<file path="config.mk">
export PLATFORM = sky130hd
export DESIGN_NAME = ppls_queue
export DESIGN_NICKNAME = d
export VERILOG_FILES = /design/src/rtl/ppls_pkg.sv /design/src/rtl/ppls_queue.sv
export VERILOG_INCLUDE_DIRS = /design/src /design/src/rtl
export SDC_FILE = /design/constraint.sdc
export NUM_CORES = 1
export LEC_CHECK = 0
export ABC_CLOCK_PERIOD_IN_PS = 2600
export BUFFER_PORTS_ARGS = -buffer_cell sky130_fd_sc_hd__buf_2
export CORE_ASPECT_RATIO = 2
export CORE_MARGIN = 5
export CORE_UTILIZATION = 40
export DETAILED_ROUTE_END_ITERATION = 7
export MAX_ROUTING_LAYER = met4
export PLACE_DENSITY_LB_ADDON = 0.12
export SETUP_SLACK_MARGIN = 0.15
export SLEW_MARGIN = 0
export SYNTH_ARGS = -nofsm -noshare
export SYNTH_HDL_FRONTEND = slang
export SYNTH_SLANG_ARGS = --single-unit
</file>
<file path="constraint.sdc">
create_clock -name clk_i -period 2.6 [get_ports clk_i]
set_input_delay 0 -clock clk_i [delete_from_list [all_inputs] [get_ports clk_i]]
set_output_delay 0 -clock clk_i [all_outputs]
set_load 0.05 [all_outputs]
</file>
<file path="src/rtl/phong_point_light_shader_defines.svh">
// ----------------------------------------------------------------------------
// Phong shader assertion macros
// Shared concurrent assertion helpers, empty under synthesis.
// ----------------------------------------------------------------------------
`ifndef PHONG_POINT_LIGHT_SHADER_DEFINES_SVH
`define PHONG_POINT_LIGHT_SHADER_DEFINES_SVH
`ifndef SYNTHESIS
// Assert a property on the rising edge of clk_i, idle during reset
`define PPLS_ASSERT(lbl, prop, msg) \
  lbl: assert property (@(posedge clk_i) disable iff (!rst_ni) prop) else $error(msg);
// Assert that a condition never holds
`define PPLS_ASSERT_NEVER(lbl, cond, msg) \
  lbl: assert property (@(posedge clk_i) disable iff (!rst_ni) !(cond)) else $error(msg);
`else
`define PPLS_ASSERT(lbl, prop, msg)
`define PPLS_ASSERT_NEVER(lbl, cond, msg)
`endif
`endif

</file>
<file path="src/rtl/ppls_pkg.sv">
// ----------------------------------------------------------------------------
// Phong shader package
// Widths, latencies, register indexes and payload types of the shader.
// ----------------------------------------------------------------------------
package ppls_pkg;

  localparam int VEC_W     = 16;
  localparam int FRAC      = 14;
  localparam int CLAMP_W   = FRAC + 1;
  localparam int SUM_W     = 2 * VEC_W;
  localparam int SQ_STEPS  = (SUM_W + 2 * FRAC + 2) / 2;
  localparam int ROOT_W    = SQ_STEPS;
  localparam int REM_W     = ROOT_W + 1;
  localparam int DIV_STEPS = FRAC + 1;
  localparam int NORM_LAT  = 1 + SQ_STEPS + DIV_STEPS + 1;
  localparam int GEO_LAT   = 3;
  localparam int FRONT_LAT = NORM_LAT + GEO_LAT;
  localparam int EXP_W     = 6;
  localparam int POW_STAGES = (1 << EXP_W) - 1;
  localparam int BACK_LAT  = POW_STAGES + 2;
  localparam int Q_DEPTH   = 2;  // power of two
  localparam int Q_PTR_W   = $clog2(Q_DEPTH);
  localparam int Q_CNT_W   = $clog2(Q_DEPTH + 1);
  localparam int CHAN_W    = 8;
  localparam int SHADE_W   = 42;
  localparam int CFG_IDX_W  = 3;
  localparam int CFG_DATA_W = 48;

  localparam logic [CLAMP_W-1:0] Q_ONE    = CLAMP_W'(1 << FRAC);
  localparam logic [CHAN_W-1:0]  CHAN_MAX = 8'd255;

  // Register indexes
  localparam logic [CFG_IDX_W-1:0] CFG_AMBIENT  = 3'd0;
  localparam logic [CFG_IDX_W-1:0] CFG_LIGHT    = 3'd1;
  localparam logic [CFG_IDX_W-1:0] CFG_LIGHT_DIR = 3'd2;
  localparam logic [CFG_IDX_W-1:0] CFG_REFL_R   = 3'd3;
  localparam logic [CFG_IDX_W-1:0] CFG_REFL_G   = 3'd4;
  localparam logic [CFG_IDX_W-1:0] CFG_REFL_B   = 3'd5;
  localparam logic [CFG_IDX_W-1:0] CFG_EXPONENT = 3'd6;

  typedef struct packed {
    logic signed [VEC_W-1:0] normal_x;
    logic signed [VEC_W-1:0] normal_y;
    logic signed [VEC_W-1:0] normal_z;
    logic signed [VEC_W-1:0] view_x;
    logic signed [VEC_W-1:0] view_y;
    logic signed [VEC_W-1:0] view_z;
  } item_t;

  typedef struct packed {
    logic [CHAN_W-1:0] red;
    logic [CHAN_W-1:0] green;
    logic [CHAN_W-1:0] blue;
  } pixel_t;

  typedef struct packed {
    logic signed [VEC_W-1:0] x;
    logic signed [VEC_W-1:0] y;
    logic signed [VEC_W-1:0] z;
  } vec3_t;

  // Clamped dot products handed from front to back
  typedef struct packed {
    logic [CLAMP_W-1:0] diffuse;
    logic [CLAMP_W-1:0] spec_base;
  } geo_t;

  typedef struct packed {
    logic [23:0]      ambient_color;
    logic [23:0]      light_color;
    logic [47:0]      reflect_red;
    logic [47:0]      reflect_green;
    logic [47:0]      reflect_blue;
    logic [EXP_W-1:0] specular_exponent;
  } shade_cfg_t;

endpackage

</file>
<file path="src/rtl/ppls_queue.sv">
// ----------------------------------------------------------------------------
// Front to back queue
// Two-entry FIFO that lets the front and the back stall independently.
// ----------------------------------------------------------------------------
`include "phong_point_light_shader_defines.svh"

module ppls_queue (
  input  logic            clk_i,
  input  logic            rst_ni,
  input  logic            push_valid_i,
  output logic            push_ready_o,
  input  ppls_pkg::geo_t  push_data_i,
  output logic            pop_valid_o,
  input  logic            pop_ready_i,
  output ppls_pkg::geo_t  pop_data_o
);

  localparam int PW = ppls_pkg::Q_PTR_W;
  localparam int CW = ppls_pkg::Q_CNT_W;

  ppls_pkg::geo_t  mem_q [ppls_pkg::Q_DEPTH];
  logic [PW-1:0]   wr_q, rd_q;
  logic [CW-1:0]   cnt_q;
  logic            push, pop;

  assign push_ready_o = (cnt_q != CW'(ppls_pkg::Q_DEPTH));
  assign pop_valid_o  = (cnt_q != '0);
  assign push         = push_valid_i && push_ready_o;
  assign pop          = pop_valid_o && pop_ready_i;
  assign pop_data_o   = mem_q[rd_q];

  // Store a transfer
  always_ff @(posedge clk_i) begin
    if (push) begin
      mem_q[wr_q] <= push_data_i;
    end
  end

  // Advance pointers and count
  always_ff @(posedge clk_i or negedge rst_ni) begin
    if (!rst_ni) begin
      wr_q  <= '0;
      rd_q  <= '0;
      cnt_q <= '0;
    end else begin
      if (push) begin
        wr_q <= wr_q + 1'b1;
      end
      if (pop) begin
        rd_q <= rd_q + 1'b1;
      end
      if (push && !pop) begin
        cnt_q <= cnt_q + 1'b1;
      end else if (pop && !push) begin
        cnt_q <= cnt_q - 1'b1;
      end
    end
  end

  `PPLS_ASSERT_NEVER(a_cnt_range, cnt_q > CW'(ppls_pkg::Q_DEPTH), "queue count overflow")
  `PPLS_ASSERT(a_push_cnt, push && !pop |=> cnt_q == $past(cnt_q) + 1'b1, "push not counted")
  `PPLS_ASSERT(a_pop_cnt, pop && !push |=> cnt_q == $past(cnt_q) - 1'b1, "pop not counted")

endmodule

</file>
==> flow_summary.ini <==
[critical_path]
path_cells = nand2b_4, nand2_1, nor2_4, buf_4
ff2ff_setup_slack_ps = 790
critPathSlowestCell = nor2_4
worst-path-stages = 4
cp.required_ps = 2610
cp-start-kind = register
crit_path_start = cnt_q[0]$_DFFE_PN0P_
path_buf_inv = 1
crit_family = simple AND/OR/NAND/NOR gates
arrival_ps = 1820
crit_type = reg -> reg
cpPeakStageDelay_ps = 490
endpoint_kind = register
r2r-end = mem_q[0][14]$_DFFE_PP_
r2r_cells = 4
cp_max_fo = 21
r2r_start = cnt_q[0]$_DFFE_PN0P_
setup.worst_path.end = mem_q[0][14]$_DFFE_PP_

[power]
p_leak_nw = 1.31
p_per_area_mw_per_mm2 = 1260
ir_worst_vdd_mv = 0.949

[floorplan]
fp.coreArea_mm2 = 0.00576
rows = 39
dieArea_mm2 = 0.00770
io-pin-count = 66
fp.dieW_um = 64.6
chipHeight_um = 119
initial_core_util_pct = 41.4

[status]
status = complete, no violations

[sta]
grt_setup_unrepaired = false
setup_violations = 0
maxSlewViolCount = 0
maxSlewHeadroom_pct = 60.1
fmax_mhz = 552
setup_slack_ps = 789
final_hold_viol_count = 0
skew_ps = 5.30
finalCritPeriodShare_pct = 69.6
tns_ps = 0
period_needed_ps = 1810
tightestPinTransition_ps = 598

[worst_hold_path]
hp-class = in -> async

[drt]
firstDrtPassIters = 4
routed_wirelength_um = 4340
vias = 1348
route.detailed.drc = 0
ant_nets = 0
avgViaCountPerCell = 4.75
drt_iter0_drc = 51
wl_per_cell_um = 15.3

[cts]
cts_buffers = 9
clock-root-buffer = clkbuf_16
clk_latency_ps = 310
cts_tree = built
clkTransAtPathRegs_ps = 50
cts.sink_count = 64
cts.repair.resized = 0
htree_num_levels = 3
clockBufferDepth = 2

[placed_design]
io_buffers = 65
dpl.hpwl_um = 2930
gp_congestion = 0.759
dp_slack_ps = 755

[global_routing]
grt_pass1_wl_um = 7130
antenna_found_initial = 0
gr-total-overflow = 0
grt_max_degree = 31
grtUsageTotal_pct = 13.0
grt_pass1_vias = 1533

[yosys]
syn_inst = 111
ys.flop_type = edfxtp_1
ys_types = 14
synth_edf_count = 60
seq_area_frac_synth_pct = 79.7
syn_area_per_cell_um2 = 21.5
synth-seq-cells = 64
syn_area_mm2 = 0.00238
synth_nets = 146
ys_async_sr_fraction_pct = 6.25
yosysWarnings = 0

[layout]
seqCellArea_mm2 = 0.00190
nets = 254
n_antenna_cell = 0
final_layout_size_suffix_gt1_share_pct = 49.8
multi_input_area_um2 = 453
synthToLayoutAreaGrowth_pct = 41.0
final_cell_mix = buf_2 (65), edfxtp_1 (60), dlygate4sd3_1 (32)
fillCellCount = 462
layout_commonest_cell = buf_2

[job]
drv_cap = 0
==> cells in the mapped netlist, drive strengths merged (2+ instances only) <==
master / n / share of area, %
buf: 3 / 1.4
dfrtp: 4 / 4.2
edfxtp: 60 / 76
mux2: 30 / 14
nand2: 2 / 0.63
nor2: 2 / 0.31
xnor2: 3 / 1.1
xor2: 2 / 0.73
==> registers in the layout, summed over array words and instances (netlist names) <==
register,count
mem_q,60
cnt_q,2
rd_q,1
wr_q,1
==> what timing repair did <==
item	in CTS	in global routing
setup buffers	0	0
endpoints found under the setup margin	0	0
endpoints found under the hold margin	65	0
hold buffers	32	0
==> report_power, final <==
group / internal (W) / total (W) / switching, W / leakage, nW
Sequential: 0.00142 / 0.00153 / 0.000112 / 0.604
Clock: 0.000630 / 0.000982 / 0.000352 / 0.119
Combinational: 0.000538 / 0.00174 / 0.00120 / 0.586
Total: 0.00259 / 0.00425 / 0.00167 / 1.31
==> how the worst min path moves through the flow <==
| stage | start | to | slack (ps) | cells past startpoint |
|---|---|---|---|---|
| after floorplan | rst_ni | cnt_q[0]$_DFFE_PN0P_ | -300 | 0 |
| after global placement | rst_ni | cnt_q[0]$_DFFE_PN0P_ | -190 | 1 |
| after detailed placement | rst_ni | wr_q$_DFFE_PN0P_ | -180 | 1 |
| after CTS | rst_ni | wr_q$_DFFE_PN0P_ | 10 | 2 |
| after global routing | rst_ni | rd_q$_DFFE_PN0P_ | 50 | 2 |
| final | rst_ni | wr_q$_DFFE_PN0P_ | 30 | 2 |
==> routing by layer <==
| layer | global-route usage, % | vias up | part of all wire [%] |
|---|---|---|---|
| met3 | 4.33 | 10 | 6.1 |
| met1 | 12.5 | 647 | 39 |
| li1 | - | 643 | - |
| met2 | 22.0 | 48 | 52 |
| met4 | 7.55 | 0 | 2.4 |
| met5 | - | - | 0 |
==> metrics by stage <==
step	util, %	total power [W]	cell area (um2)	hold WS (ps)	cells
6_report	58.4	0.00425	3360	25.9	284
5_1_grt	58.4	0.00446	3360	47.8	284
4_1_cts	58.4	0.00432	3360	13.1	284
3_5_place_dp	48.5	0.00328	2800	-182	237
3_3_place_gp	48.5	0.00325	2800	-193	237
2_1_floorplan	-	0.00291	2390	-296	111
==> final cells by class <==
cell class	instances	share of cell area [%]
sequential	64	56.5
timing repair buffer	100	20.2
multi-input combinational	43	13.5
clock buffer	13	7.14
tap	61	2.27
clock inverter	2	0.223
inverter	1	0.112
==> worst register-to-register path, cell delays in order, from the launching register on <==
cell and delay, ps:
dfrtp_1 420, nand2b_4 160, nand2_1 130, nor2_4 490
buf_4 310
==> cells by family after synthesis <==
group | share of synthesized area, %
DFF | 79.7
muxes | 14.2
and+or+nand+nor | 2.15
xor gates and xnor gates | 1.84
buffers and inverters | 1.57
adders and majority gates | 0.525
No activity file was read; power rests on OpenSTA's default activity.
